## src/rtl/core/jcp_pkg.sv

```systemverilog
// jcp_pkg: shared types, constants and helper functions of the joint command parser.
// Depends on nothing; every other file of the block imports it.
`timescale 1ns / 1ps

package jcp_pkg;

   // character codes
   localparam logic [7:0] CharNul  = 8'h00;
   localparam logic [7:0] CharZero = 8'h30;
   localparam logic [7:0] CharNine = 8'h39;

   // accumulator saturation limit and its width
   localparam int SpeedMax = 32767;
   localparam int AccW     = $clog2(SpeedMax + 1);
   localparam int SumW     = AccW + 4;
   localparam int SpeedW   = 16;

   // record layout: six joints, then the speed
   localparam int JointCnt = 6;
   localparam int IdxW     = 3;
   localparam int AngleW   = 8;
   localparam int GripW    = 7;
   localparam logic [IdxW-1:0] IdxSpeed = 3'd6;

   // one result item
   typedef struct packed {
      logic [AngleW-1:0]        base_angle;
      logic [AngleW-1:0]        shoulder_angle;
      logic [AngleW-1:0]        elbow_angle;
      logic [AngleW-1:0]        wrist_angle;
      logic [AngleW-1:0]        wrist_turn_angle;
      logic [GripW-1:0]         gripper_angle;
      logic signed [SpeedW-1:0] move_speed;
      logic                     parse_ok;
   } rsp_item_type;

   // lower clamp limit of joint k
   function automatic logic [AngleW-1:0] joint_lo(input logic [IdxW-1:0] k);
      logic [AngleW-1:0] lim;
      unique case (k)
         3'd1:    lim = 8'd15;
         3'd5:    lim = 8'd10;
         default: lim = 8'd0;
      endcase
      return lim;
   endfunction

   // upper clamp limit of joint k
   function automatic logic [AngleW-1:0] joint_hi(input logic [IdxW-1:0] k);
      logic [AngleW-1:0] lim;
      unique case (k)
         3'd1:    lim = 8'd165;
         3'd5:    lim = 8'd73;
         default: lim = 8'd180;
      endcase
      return lim;
   endfunction

   // clamp an accumulator value into the range of joint k
   function automatic logic [AngleW-1:0] clamp_joint(input logic [IdxW-1:0] k,
                                                     input logic [AccW-1:0] v);
      logic [AngleW-1:0] lo;
      logic [AngleW-1:0] hi;
      logic [AngleW-1:0] res;
      lo = joint_lo(k);
      hi = joint_hi(k);
      if (v < AccW'(lo)) begin
         res = lo;
      end else if (v > AccW'(hi)) begin
         res = hi;
      end else begin
         res = v[AngleW-1:0];
      end
      return res;
   endfunction

endpackage

```

## src/rtl/core/jcp_if.sv

```systemverilog
// jcp_req_if / jcp_rsp_if: valid/ready channels for command bytes and parsed records.
// Depends on jcp_pkg for field widths.
`timescale 1ns / 1ps

interface jcp_req_if;
   import jcp_pkg::*;
   logic             valid;
   logic             ready;
   logic [7:0]       char_code;

   modport source (output valid, output char_code, input ready);
   modport sink   (input valid, input char_code, output ready);
endinterface

interface jcp_rsp_if;
   import jcp_pkg::*;
   logic                     valid;
   logic                     ready;
   logic [AngleW-1:0]        base_angle;
   logic [AngleW-1:0]        shoulder_angle;
   logic [AngleW-1:0]        elbow_angle;
   logic [AngleW-1:0]        wrist_angle;
   logic [AngleW-1:0]        wrist_turn_angle;
   logic [GripW-1:0]         gripper_angle;
   logic signed [SpeedW-1:0] move_speed;
   logic                     parse_ok;

   modport source (output valid, output base_angle, output shoulder_angle,
                   output elbow_angle, output wrist_angle, output wrist_turn_angle,
                   output gripper_angle, output move_speed, output parse_ok,
                   input ready);
   modport sink   (input valid, input base_angle, input shoulder_angle,
                   input elbow_angle, input wrist_angle, input wrist_turn_angle,
                   input gripper_angle, input move_speed, input parse_ok,
                   output ready);
endinterface

```

## src/rtl/core/jcp_parser.sv

```systemverilog
// jcp_parser: per-byte parse state, digit accumulation, joint clamping and record build.
// Depends on jcp_pkg; instantiated by joint_command_parser.
`timescale 1ns / 1ps

module jcp_parser (
   input  logic                  clock,
   input  logic                  reset,
   input  logic                  take,        // a byte transfers this cycle
   input  logic [7:0]            char_code,
   output logic                  res_valid,   // this byte closes a record
   output jcp_pkg::rsp_item_type res_item
);
   import jcp_pkg::*;

   logic [IdxW-1:0]   idx_ff, idx_in;
   logic              in_num_ff, in_num_in;
   logic [AccW-1:0]   acc_ff, acc_in;
   logic              skip_ff, skip_in;
   logic [AngleW-1:0] joint_ff [JointCnt];

   logic              is_digit;
   logic              is_nul;
   logic [SumW-1:0]   acc_sum;
   logic [AngleW-1:0] clamp_lane [JointCnt];
   logic [AngleW-1:0] joint_eff  [JointCnt];
   logic [AngleW-1:0] joint_out  [JointCnt];
   logic              closes_joint;
   logic              closes_speed;
   logic [IdxW-1:0]   done_cnt;
   logic              emit_ok;
   logic              emit_any;

   assign is_digit = (char_code >= CharZero) && (char_code <= CharNine);
   assign is_nul   = (char_code == CharNul);

   // times-ten accumulate, digit value is the low nibble
   assign acc_sum = SumW'(acc_ff) * SumW'(10) + SumW'(char_code[3:0]);

   // number ends on a non-digit outside skip mode
   assign closes_joint = !skip_ff && !is_digit && in_num_ff && (idx_ff < IdxSpeed);
   assign closes_speed = !skip_ff && !is_digit && in_num_ff && (idx_ff == IdxSpeed);

   // clamp lanes, one per joint; the closing joint bypasses its register
   always_comb begin
      for (int k = 0; k < JointCnt; k++) begin
         clamp_lane[k] = clamp_joint(IdxW'(k), acc_ff);
         joint_eff[k]  = (closes_joint && (idx_ff == IdxW'(k))) ? clamp_lane[k]
                                                                : joint_ff[k];
      end
   end

   // joints found in this record, counting one that closes now
   assign done_cnt = closes_joint ? idx_ff + 3'd1 : idx_ff;
   assign emit_ok  = closes_speed;
   assign emit_any = closes_speed || (!skip_ff && !is_digit && is_nul);

   // missing joints read as the clamp of zero
   always_comb begin
      for (int k = 0; k < JointCnt; k++) begin
         joint_out[k] = (closes_speed || (IdxW'(k) < done_cnt)) ? joint_eff[k]
                                                                 : joint_lo(IdxW'(k));
      end
   end

   always_comb begin
      res_valid                 = take && emit_any;
      res_item.base_angle       = joint_out[0];
      res_item.shoulder_angle   = joint_out[1];
      res_item.elbow_angle      = joint_out[2];
      res_item.wrist_angle      = joint_out[3];
      res_item.wrist_turn_angle = joint_out[4];
      res_item.gripper_angle    = joint_out[5][GripW-1:0];
      res_item.move_speed       = emit_ok ? $signed(SpeedW'(acc_ff)) : '1;
      res_item.parse_ok         = emit_ok;
   end

   // next parse state
   always_comb begin
      idx_in    = idx_ff;
      in_num_in = in_num_ff;
      acc_in    = acc_ff;
      skip_in   = skip_ff;
      if (skip_ff) begin
         if (is_nul) begin
            skip_in = 1'b0;
         end
      end else if (is_digit) begin
         acc_in    = (acc_sum > SumW'(SpeedMax)) ? AccW'(SpeedMax) : acc_sum[AccW-1:0];
         in_num_in = 1'b1;
      end else begin
         in_num_in = 1'b0;
         if (closes_speed) begin
            idx_in  = '0;
            acc_in  = '0;
            skip_in = !is_nul;
         end else begin
            if (closes_joint) begin
               idx_in = idx_ff + 3'd1;
               acc_in = '0;
            end
            if (is_nul) begin
               idx_in = '0;
               acc_in = '0;
            end
         end
      end
   end

   always_ff @(posedge clock) begin
      if (reset) begin
         idx_ff    <= '0;
         in_num_ff <= 1'b0;
         acc_ff    <= '0;
         skip_ff   <= 1'b0;
      end else if (take) begin
         idx_ff    <= idx_in;
         in_num_ff <= in_num_in;
         acc_ff    <= acc_in;
         skip_ff   <= skip_in;
      end
   end

   // joint store, no reset: only entries below the count are read
   always_ff @(posedge clock) begin
      if (take && closes_joint) begin
         joint_ff[idx_ff] <= clamp_lane[idx_ff];
      end
   end

   a_idx_range: assert property (@(posedge clock) disable iff (reset)
      idx_ff <= IdxSpeed)
      else $error("field index beyond speed field");

   a_skip_silent: assert property (@(posedge clock) disable iff (reset)
      skip_ff |-> !res_valid)
      else $error("result produced while skipping to end of record");

   a_ok_speed: assert property (@(posedge clock) disable iff (reset)
      res_valid && !res_item.parse_ok |-> res_item.move_speed == -16'sd1)
      else $error("incomplete record without speed marker");

endmodule

```

## src/rtl/core/joint_command_parser.sv

```systemverilog
// joint_command_parser: top level; parser core plus a two-entry result buffer.
// Depends on jcp_pkg, jcp_req_if / jcp_rsp_if and jcp_parser.
//
//   channel | dir | payload                                   | transfer
//   req_bus | in  | char_code                                 | valid && ready
//   rsp_bus | out | six joint angles, move_speed, parse_ok    | valid && ready
//
// One byte per cycle while req_bus.ready is high; a byte is parsed in the cycle
// it transfers, and a record it closes is registered in the output or skid entry.
// A skid entry behind the output register keeps req_bus.ready high while one
// record waits; ready drops only when both entries hold records.
// Synchronous reset clears the parse state and empties both buffer entries.
`timescale 1ns / 1ps

module joint_command_parser (
   input  logic clock,
   input  logic reset,
   jcp_req_if.sink   req_bus,
   jcp_rsp_if.source rsp_bus
);
   import jcp_pkg::*;

   logic         take;
   logic         res_valid;
   rsp_item_type res_item;

   logic         main_vld_ff, main_vld_in;
   logic         skid_vld_ff, skid_vld_in;
   rsp_item_type main_ff, main_in;
   rsp_item_type skid_ff, skid_in;
   logic         pop;

   assign req_bus.ready = !skid_vld_ff;
   assign take          = req_bus.valid && req_bus.ready;
   assign pop           = main_vld_ff && rsp_bus.ready;

   jcp_parser u_parser (
      .clock     (clock),
      .reset     (reset),
      .take      (take),
      .char_code (req_bus.char_code),
      .res_valid (res_valid),
      .res_item  (res_item)
   );

   // two-entry result buffer
   always_comb begin
      main_vld_in = main_vld_ff;
      skid_vld_in = skid_vld_ff;
      main_in     = main_ff;
      skid_in     = skid_ff;
      if (pop) begin
         if (skid_vld_ff) begin
            main_in     = skid_ff;
            skid_vld_in = 1'b0;
         end else begin
            main_in     = res_item;
            main_vld_in = res_valid;
         end
      end else if (res_valid) begin
         if (main_vld_ff) begin
            skid_in     = res_item;
            skid_vld_in = 1'b1;
         end else begin
            main_in     = res_item;
            main_vld_in = 1'b1;
         end
      end
   end

   always_ff @(posedge clock) begin
      if (reset) begin
         main_vld_ff <= 1'b0;
         skid_vld_ff <= 1'b0;
      end else begin
         main_vld_ff <= main_vld_in;
         skid_vld_ff <= skid_vld_in;
      end
   end

   always_ff @(posedge clock) begin
      main_ff <= main_in;
      skid_ff <= skid_in;
   end

   assign rsp_bus.valid            = main_vld_ff;
   assign rsp_bus.base_angle       = main_ff.base_angle;
   assign rsp_bus.shoulder_angle   = main_ff.shoulder_angle;
   assign rsp_bus.elbow_angle      = main_ff.elbow_angle;
   assign rsp_bus.wrist_angle      = main_ff.wrist_angle;
   assign rsp_bus.wrist_turn_angle = main_ff.wrist_turn_angle;
   assign rsp_bus.gripper_angle    = main_ff.gripper_angle;
   assign rsp_bus.move_speed       = main_ff.move_speed;
   assign rsp_bus.parse_ok         = main_ff.parse_ok;

   a_skid_behind_main: assert property (@(posedge clock) disable iff (reset)
      skid_vld_ff |-> main_vld_ff)
      else $error("skid entry holds a record while output register is empty");

   a_no_drop: assert property (@(posedge clock) disable iff (reset)
      res_valid && main_vld_ff && !pop |-> !skid_vld_ff)
      else $error("record arrives with both buffer entries full");

   a_hold_stable: assert property (@(posedge clock) disable iff (reset)
      rsp_bus.valid && !rsp_bus.ready |=> rsp_bus.valid && $stable(main_ff))
      else $error("waiting record changed before its transfer");

endmodule
```

## src/flat_wrapper.sv

```systemverilog
// flat-port wrapper written by rule: the top's interface ports become plain ports
module joint_command_parser_flat import jcp_pkg::*;
  (clock, reset, req_bus_valid, req_bus_char_code, req_bus_ready, rsp_bus_valid, rsp_bus_base_angle, rsp_bus_shoulder_angle, rsp_bus_elbow_angle, rsp_bus_wrist_angle, rsp_bus_wrist_turn_angle, rsp_bus_gripper_angle, rsp_bus_move_speed, rsp_bus_parse_ok, rsp_bus_ready);
  jcp_req_if req_bus_i ();
  jcp_rsp_if rsp_bus_i ();
  input  logic clock;
  input  logic reset;
  input wire logic [$bits(req_bus_i.valid)-1:0] req_bus_valid;
  input wire logic [$bits(req_bus_i.char_code)-1:0] req_bus_char_code;
  output wire logic [$bits(req_bus_i.ready)-1:0] req_bus_ready;
  output wire logic [$bits(rsp_bus_i.valid)-1:0] rsp_bus_valid;
  output wire logic [$bits(rsp_bus_i.base_angle)-1:0] rsp_bus_base_angle;
  output wire logic [$bits(rsp_bus_i.shoulder_angle)-1:0] rsp_bus_shoulder_angle;
  output wire logic [$bits(rsp_bus_i.elbow_angle)-1:0] rsp_bus_elbow_angle;
  output wire logic [$bits(rsp_bus_i.wrist_angle)-1:0] rsp_bus_wrist_angle;
  output wire logic [$bits(rsp_bus_i.wrist_turn_angle)-1:0] rsp_bus_wrist_turn_angle;
  output wire logic [$bits(rsp_bus_i.gripper_angle)-1:0] rsp_bus_gripper_angle;
  output wire logic [$bits(rsp_bus_i.move_speed)-1:0] rsp_bus_move_speed;
  output wire logic [$bits(rsp_bus_i.parse_ok)-1:0] rsp_bus_parse_ok;
  input wire logic [$bits(rsp_bus_i.ready)-1:0] rsp_bus_ready;
  assign req_bus_i.valid = req_bus_valid;
  assign req_bus_i.char_code = req_bus_char_code;
  assign req_bus_ready = req_bus_i.ready;
  assign rsp_bus_valid = rsp_bus_i.valid;
  assign rsp_bus_base_angle = rsp_bus_i.base_angle;
  assign rsp_bus_shoulder_angle = rsp_bus_i.shoulder_angle;
  assign rsp_bus_elbow_angle = rsp_bus_i.elbow_angle;
  assign rsp_bus_wrist_angle = rsp_bus_i.wrist_angle;
  assign rsp_bus_wrist_turn_angle = rsp_bus_i.wrist_turn_angle;
  assign rsp_bus_gripper_angle = rsp_bus_i.gripper_angle;
  assign rsp_bus_move_speed = rsp_bus_i.move_speed;
  assign rsp_bus_parse_ok = rsp_bus_i.parse_ok;
  assign rsp_bus_i.ready = rsp_bus_ready;
  joint_command_parser u_core (.clock(clock), .reset(reset), .req_bus(req_bus_i), .rsp_bus(rsp_bus_i));
endmodule
```

## config.mk

```make
export PLATFORM = sky130hd
export DESIGN_NAME = joint_command_parser_flat
export DESIGN_NICKNAME = d
export VERILOG_FILES = /design/src/rtl/core/jcp_pkg.sv /design/src/rtl/core/jcp_if.sv /design/src/rtl/core/jcp_parser.sv /design/src/rtl/core/joint_command_parser.sv /design/src/flat_wrapper.sv
export SDC_FILE = /design/constraint.sdc
export NUM_CORES = 1
export LEC_CHECK = 0
export ABC_AREA = 1
export BUFFER_PORTS_ARGS = -buffer_cell sky130_fd_sc_hd__buf_4
export CAP_MARGIN = 15
export CELL_PAD_IN_SITES_DETAIL_PLACEMENT = 1
export CELL_PAD_IN_SITES_GLOBAL_PLACEMENT = 2
export CORE_ASPECT_RATIO = 0.75
export CORE_MARGIN = 5
export CORE_UTILIZATION = 34
export CTS_CLUSTER_DIAMETER = 80
export DETAILED_ROUTE_END_ITERATION = 10
export HOLD_SLACK_MARGIN = 0.03
export PLACE_DENSITY_LB_ADDON = 0.12
export SYNTH_ARGS = -nofsm -noshare
export SYNTH_HDL_FRONTEND = slang
export SYNTH_SLANG_ARGS = --single-unit
```

## constraint.sdc

```tcl
create_clock -name clock -period 8 [get_ports clock]
set_input_delay 0.4 -clock clock [delete_from_list [all_inputs] [get_ports clock]]
set_output_delay 0.4 -clock clock [all_outputs]
set_load 0.05 [all_outputs]
```

Yosys cells after proc, flatten, opt, wreduce, memory -nomap -nowiden
Memory sizes are Yosys's and may differ from the RTL's.
Cells that the tools add are included.
{"block": "classes", "n_addsub": 2, "mul": 1, "n_div": 0, "magnitude_cmp": 17, "eq_ne": 8, "shift": 0, "muxes": 44, "bitwise": 4, "reduce_logical": 39}
{"cell": "two-way mux 64 bit", "n": 4}
{"cell": "two-way mux 8 bit", "n": 18}
{"cell": "two-way mux 15 bit", "n": 5}
{"cell": "greater-than comparator 15 x 8 -> 1 bit, second input constant", "n": 2}
{"cell": "< comparator 15 x 4 -> 1 bit, second input constant", "n": 2}
{"cell": "binary-select mux 8 bit (select 3 bit)", "n": 1}
{"cell": "adder 19 x 4 -> 19 bit", "n": 1}
{"cell": "greater-than comparator 19 x 15 -> 1 bit, second input constant", "n": 1}
{"cell": "multiplier 15 x 3 -> 18 bit, second input constant", "n": 1}
{"cell": "logical AND 1 bit", "n": 16}
{"cell": "two-way mux 16 bit", "n": 1}
{"cell": "greater-than comparator 15 x 7 -> 1 bit, second input constant", "n": 1}
{"cell": "< comparator 15 x 1 -> 1 bit, second input constant", "n": 1}
{"cell": "two-way mux 7 bit", "n": 2}
{"cell": "two-way mux 1 bit", "n": 10}
{"cell": "== test 3 bit, second input constant", "n": 3}
{"cell": "two-way mux 3 bit", "n": 3}
{"cell": "AND reduction 3 bit", "n": 3}
{"cell": "greater-or-equal comparator 8 x 6 -> 1 bit, second input constant", "n": 1}
{"cell": "<= comparator 8 x 6 -> 1 bit, second input constant", "n": 1}
{"cell": "logical NOT 8 bit", "n": 1}
{"cell": "AND reduction 2 bit", "n": 4}
{"cell": "logical OR 1 bit", "n": 7}
{"cell": "== test 3 x 2 -> 1 bit, second input constant", "n": 2}
{"cell": "15 further kinds", "n": 24}
{"block": "totals", "regBits": 150, "latch_bits": 0, "ram_bits": 48, "rom_bits": 0, "inputBits": 12, "out_inout_bits": 66, "word_cells": 138, "mem_count": 1}
{"memory": "u_core.u_parser.joint_ff", "words": 6, "word_bits": 8, "read_ports": 6, "rd_ports_with_merged_regs": 0, "write_ports": 1, "line_no": "jcp_parser.sv:19", "text": "logic [AngleW-1:0] joint_ff [JointCnt];"}

Depth between registers and ports, before layout
{"block": "depth", "ltp_word": 13, "mapped_depth": 21, "mapped_depth_nobuf": 20}

Cells and area by module
From an unflattened synthesis, not the netlist that was laid out.
{"block": "hier_totals", "hier_cells": 1121, "area_unflattened_um2": 10460.0}
{"mod": "jcp_parser", "n_inst": 1, "cells_per_inst": 764, "area_per_inst_um2": 5580.4, "seq_area_each_um2": 1811.7}
{"mod": "joint_command_parser", "n_inst": 1, "cells_per_inst": 357, "area_per_inst_um2": 4879.7, "seq_area_each_um2": 3883.7}

Worst setup path before layout
Ideal clock, no wire load.
{"block": "synth_path", "kind": "input -> register", "from": "input req_bus_char_code[3]", "to": "register u_core.main_ff, in the netlist u_core.rsp_bus.base_angle[0] (enable)", "setup_ns": 0.574, "arrival_ns": 6.047, "required_time_ns": 7.426, "setup_slack_ns": 1.379, "path_stages": 13, "path_buffers": 1, "path_cell_list": "inv_1 -> nor2_2 -> nor2_1 -> nor2_2 -> inv_2 -> nor2_2 -> inv_2 -> nor3_4 -> inv_2 -> buf_2 -> o22ai_1 -> inv_1 -> o21ai_0"}
{"item": "from (decl)", "line_no": "flat_wrapper.sv:9", "text": "input wire logic [$bits(req_bus_i.char_code)-1:0] req_bus_char_code;"}
{"item": "to (signal assigned)", "line_no": "joint_command_parser.sv:82", "text": "main_ff <= main_in;"}
{"item": "to (decl)", "line_no": "joint_command_parser.sv:29", "text": "rsp_item_type main_ff, main_in;"}

Worst setup path after layout
{"block": "layout_path", "from": "register u_core.u_parser.acc_ff[1]", "to": "register u_core.u_parser.acc_ff[2]"}
{"block": "layout_between", "elab_chain_cells": 5}
{"item": "from (decl)", "line_no": "jcp_parser.sv:17", "text": "logic [AccW-1:0] acc_ff, acc_in;"}
{"item": "from (signal assigned)", "line_no": "jcp_parser.sv:118", "text": "acc_ff <= acc_in;"}
{"item": "multiplier 15 x 3 -> 18 bit (*)", "line_no": "jcp_parser.sv:37", "text": "assign acc_sum = SumW'(acc_ff) * SumW'(10) + SumW'(char_code[3:0]);"}
{"item": "adder 19 x 4 -> 19 bit (*)", "line_no": "jcp_parser.sv:37"}
{"item": "greater-than comparator 19 x 15 -> 1 bit", "line_no": "jcp_parser.sv:88", "text": "acc_in = (acc_sum > SumW'(SpeedMax)) ? AccW'(SpeedMax) : acc_sum[AccW-1:0];"}
{"item": "two-way mux 15 bit (*)", "line_no": "jcp_parser.sv:88"}
{"item": "two-way mux 15 bit (*)", "line_no": "jcp_parser.sv:87", "text": "end else if (is_digit) begin"}
Every way passes the cells marked *; elsewhere a longest branch is shown, timed or not.
A chain may end at the register's enable or synchronous reset.

==> impl_summary.log <==
INFO  metric status = finished clean
INFO  metric leakage_component_of_the_power = 5.04 nW
INFO  metric crit_path_frequent_cell = sky130_fd_sc_hd__nand2_1
INFO  metric nNetsFinal = 1,228
INFO  metric finalCritPeriodShare = 0.457
INFO  metric path_delay_family = simple AND/OR/NAND/NOR gates
INFO  metric final-max-slew-violation-count = 0
INFO  metric grt-busiest-layer = met1
INFO  metric worstPathMaxFanout = 15
INFO  metric max_slew.worst_pin.slew = 1050 ps
INFO  metric groute.layer.met1.usage = 0.290
INFO  metric clockBufferDepth = 2
INFO  metric grt_start_max_net_pins = 79
INFO  metric gr-usage-all-layers = 0.172
INFO  metric worst_hold_path.endpoint = u_core.skid_ff[2]
INFO  metric report.final.hold_viol_count = 0
INFO  metric fp.dieH = 161 um
INFO  metric synth.cell_area = 10,300 sq um
INFO  metric worst_slew_margin_rel = 0.297
INFO  metric fin_setup_tns = 0 ps
INFO  metric final_setup_skew = 10.4 ps
INFO  metric drc = 0
INFO  metric cp_slowest_stage_delay = 600 ps
INFO  metric global_route_wire_length_before_repair = 45,300 um
INFO  metric worst_r2r_path_depth = 18
INFO  metric top_level_ports = 78
INFO  metric cts.sinks = 197
INFO  metric routed_via_density = 4.85
INFO  metric critPathBufInv = 0
INFO  metric antenna-diode-count = 0
INFO  metric critical_path_arrival = 3980 ps
INFO  metric flop_and_latch_count_out_of_synthesis = 197
INFO  metric tritoncts = built
INFO  metric timing.reg2reg.setup_slack = 4340 ps
INFO  metric detailedPlacementHpwl = 21,600 um
INFO  metric cpMaxStageDelayCell = sky130_fd_sc_hd__fa_1
INFO  metric holdPathStages = 2
INFO  metric dr_total_vias = 7,710
INFO  metric worstReg2RegStart = u_core.u_parser.acc_ff[1]
INFO  metric final_worst_path_period_need = 3660 ps
INFO  metric cts-buffers-inserted = 17
INFO  metric floorplan.die.width = 211 um
INFO  metric grt.met2_usage = 0.225
INFO  metric hold_start = rsp_bus_ready
INFO  metric first_global_vias = 7,670
INFO  metric most_area_hungry_cell_type_in_the_yosys_netlist = sky130_fd_sc_hd__edfxtp_1
INFO  metric postCtsSetupRepairBufs = 0
INFO  metric critPathRequiredTime = 8320 ps
INFO  metric ys_dominant_reg_cell = sky130_fd_sc_hd__edfxtp_1
INFO  metric clock_insertion_delay_worst_skew = 440 ps
INFO  metric synthTopCellsByArea = sky130_fd_sc_hd__edfxtp_1, sky130_fd_sc_hd__nand2_1, sky130_fd_sc_hd__inv_1, sky130_fd_sc_hd__nor2_1, sky130_fd_sc_hd__dfxtp_1
INFO  metric ctsHtreeMaxLevel = 4
INFO  metric core_area = 30,000 sq um
INFO  metric setup.worst_path.end_class = register
INFO  metric syn-mean-instance-area = 9.30 sq um
INFO  metric max_freq = 273 MHz
INFO  metric drt_pass1_iterations = 5
INFO  metric cts_root_buffer = sky130_fd_sc_hd__clkbuf_16
INFO  metric crit_path_start_kind = register
INFO  metric clock_power_share = 0.432
INFO  metric worstPathCellList = ha_1 -> ha_1 -> fa_1 -> nand2_1 -> nor2_1 -> nand2_1 -> nand2_1 -> nand2_1 -> nor2_2 -> nand3_2 -> nor2_4 -> nand2_2 -> o21ai_2 -> nand2_2 -> nor2_8 -> nand3_1 -> nand2_1 -> a21oi_1
INFO  metric yosys.area.top_type_share = 0.510
INFO  metric seq_power_share = 0.533
INFO  metric area.growth.synth_to_final = 15.5%
INFO  metric stdcell_area = 11,900 sq um
INFO  metric p_sw_frac = 0.208
INFO  metric power.internal = 0.00166 W
INFO  metric drive_gt1_frac = 0.173
INFO  metric synth.net_count = 1,156
INFO  metric overflow = 0
INFO  metric wl = 28,600 um
INFO  metric synth.top_cells.by_count = sky130_fd_sc_hd__nand2_1, sky130_fd_sc_hd__edfxtp_1, sky130_fd_sc_hd__inv_1
INFO  metric maxCapViolCount = 0
INFO  metric yosys.cell_count.top_type = sky130_fd_sc_hd__nand2_1
INFO  metric detail_route.iter0.violations = 479
INFO  metric hold_path_class = input port to register
INFO  metric synthArstFlopShare = 0
INFO  metric max-vdd-ir-drop = 147 uV
INFO  metric initial_utilization = 0.344
INFO  metric setup_viol_count_final = 0
INFO  metric wire_per_inst = 18.0 um
INFO  metric synth_enable_flop_cells = 175
INFO  metric worstReg2RegEnd = u_core.u_parser.acc_ff[2]
INFO  metric routabilityCongestion = 0.839
INFO  metric place.port_buffers = 77
INFO  metric synth_cell_type_count = 45
INFO  metric antenna_left = 0
INFO  metric postPlaceCellArea = 11,300 sq um
INFO  metric cts_hold_repair.buffers = 0
INFO  metric switching_power = 0.000435 W
INFO  metric p_comb_frac = 0.035
INFO  metric post_cts_resize_count = 0
INFO  metric crit_type = register to register
INFO  metric power.density = 176 nW/um^2
INFO  metric global_route.usage.met3 = 0.0351
INFO  metric grt_setup_unrepaired = false
INFO  metric synthesis.instances = 1,108
INFO  metric synth_sequential_area_ratio = 0.552
INFO  metric dieArea = 33,900 sq um
INFO  metric path_clk_slew = 70 ps
INFO  metric synth_warnings = 0
INFO  metric placementRows = 55
INFO  metric antenna_found_initial = 0
per-layer routing:
| layer | part of all wire | vias to the layer above | wire (um) |
|---|---|---|---|
| met5 | 0 | - | 0 |
| met4 | 0.0072 | 0 | 206 |
| met3 | 0.041 | 16 | 1180 |
| met2 | 0.38 | 128 | 10900 |
| met1 | 0.57 | 3752 | 16300 |
| li1 | - | 3814 | - |
final cells by class:
type / count / area, sq um
Fill cell: 3484 / 18100
Timing Repair Buffer: 84 / 628
Multi-Input combinational cell: 714 / 3850
Sequential cell: 197 / 5700
Tap cell: 399 / 499
Clock buffer: 19 / 433
Inverter: 166 / 624
Clock inverter: 11 / 176
worst max path at each step:
| stage | startpoint | endpoint | slack (ps) | cells past startpoint |
|---|---|---|---|---|
| after floorplan | req_bus_char_code[3] | u_core.rsp_bus.base_angle[0] | 1380 | 13 |
| after global placement | req_bus_char_code[2] | u_core.rsp_bus.base_angle[7] | 4260 | 14 |
| after detailed placement | req_bus_char_code[2] | u_core.rsp_bus.base_angle[7] | 4200 | 14 |
| after CTS | u_core.u_parser.acc_ff[1] | u_core.u_parser.acc_ff[2] | 4270 | 18 |
| after global routing | u_core.u_parser.acc_ff[1] | u_core.u_parser.acc_ff[3] | 3960 | 18 |
| final | u_core.u_parser.acc_ff[1] | u_core.u_parser.acc_ff[2] | 4340 | 18 |
registers in the layout, summed over array words and instances, names as in the netlist:
register                         flops
u_core.rsp_bus.base_angle            8
u_core.rsp_bus.elbow_angle           8
u_core.rsp_bus.gripper_angle         7
u_core.rsp_bus.move_speed           16
u_core.rsp_bus.parse_ok              1
u_core.rsp_bus.shoulder_angle        8
u_core.rsp_bus.valid                 1
u_core.rsp_bus.wrist_angle           8
u_core.rsp_bus.wrist_turn_angle      8
u_core.skid_ff                      64
u_core.skid_vld_ff                   1
u_core.u_parser.acc_ff              15
u_core.u_parser.idx_ff               3
u_core.u_parser.in_num_ff            1
u_core.u_parser.joint_ff            47
u_core.u_parser.skip_ff              1
worst reg2reg max path, delay by kind of cell (launching register included):
kind	cells	cell delay (ps)
compound gates	2	170
flops	1	570
simple gates	13	1620
fa+ha+maj	3	1180
placed cells by master (no fill, tap or decap), drive strengths merged, types with 9 or more instances in the layout:
cell type  count
nand2        258
xor2          10
o211ai        13
dfxtp         22
buf           84
clkbuf        19
a21oi         84
o21ai         46
nand3         63
nor2         141
or2           13
mux2           9
edfxtp       175
inv          168
ha            34
nand4         12
power by group through the flow:
| stage | logic, W | registers [W] | clock network (W) |
|---|---|---|---|
| after global routing | 0.0000830 | 0.00112 | 0.000976 |
| final | 0.0000740 | 0.00112 | 0.000905 |
| after CTS | 0.0000749 | 0.00112 | 0.000930 |
| after floorplan | 0.0000462 | 0.00114 | 0 |
| after detailed placement | 0.0000742 | 0.00114 | 0 |
| after global placement | 0.0000738 | 0.00114 | 0 |
through the flow:
stage / utilization / hold slack, ps / setup slack [ps] / cells / power (W)
final: 0.397 / 285 / 4340 / 1590 / 0.00209
after global routing: 0.397 / 267 / 3960 / 1590 / 0.00217
after floorplan: - / 450 / 1380 / 1108 / 0.00119
after CTS: 0.397 / 263 / 4270 / 1589 / 0.00212
after global placement: 0.376 / 495 / 4260 / 1559 / 0.00121
after detailed placement: 0.376 / 497 / 4200 / 1559 / 0.00121
kinds of logic after synthesis:
| logic type | Yosys count | synth area share |
|---|---|---|
| simple gates | 496 | 0.216 |
| buf+inv | 197 | 0.0756 |
| flops | 197 | 0.552 |
| compound gates | 160 | 0.0895 |
| fa+ha+maj | 36 | 0.0452 |
| xor+xnor | 13 | 0.0118 |
| mux | 9 | 0.00983 |
Note: power is estimated with default switching activity, not from simulation.
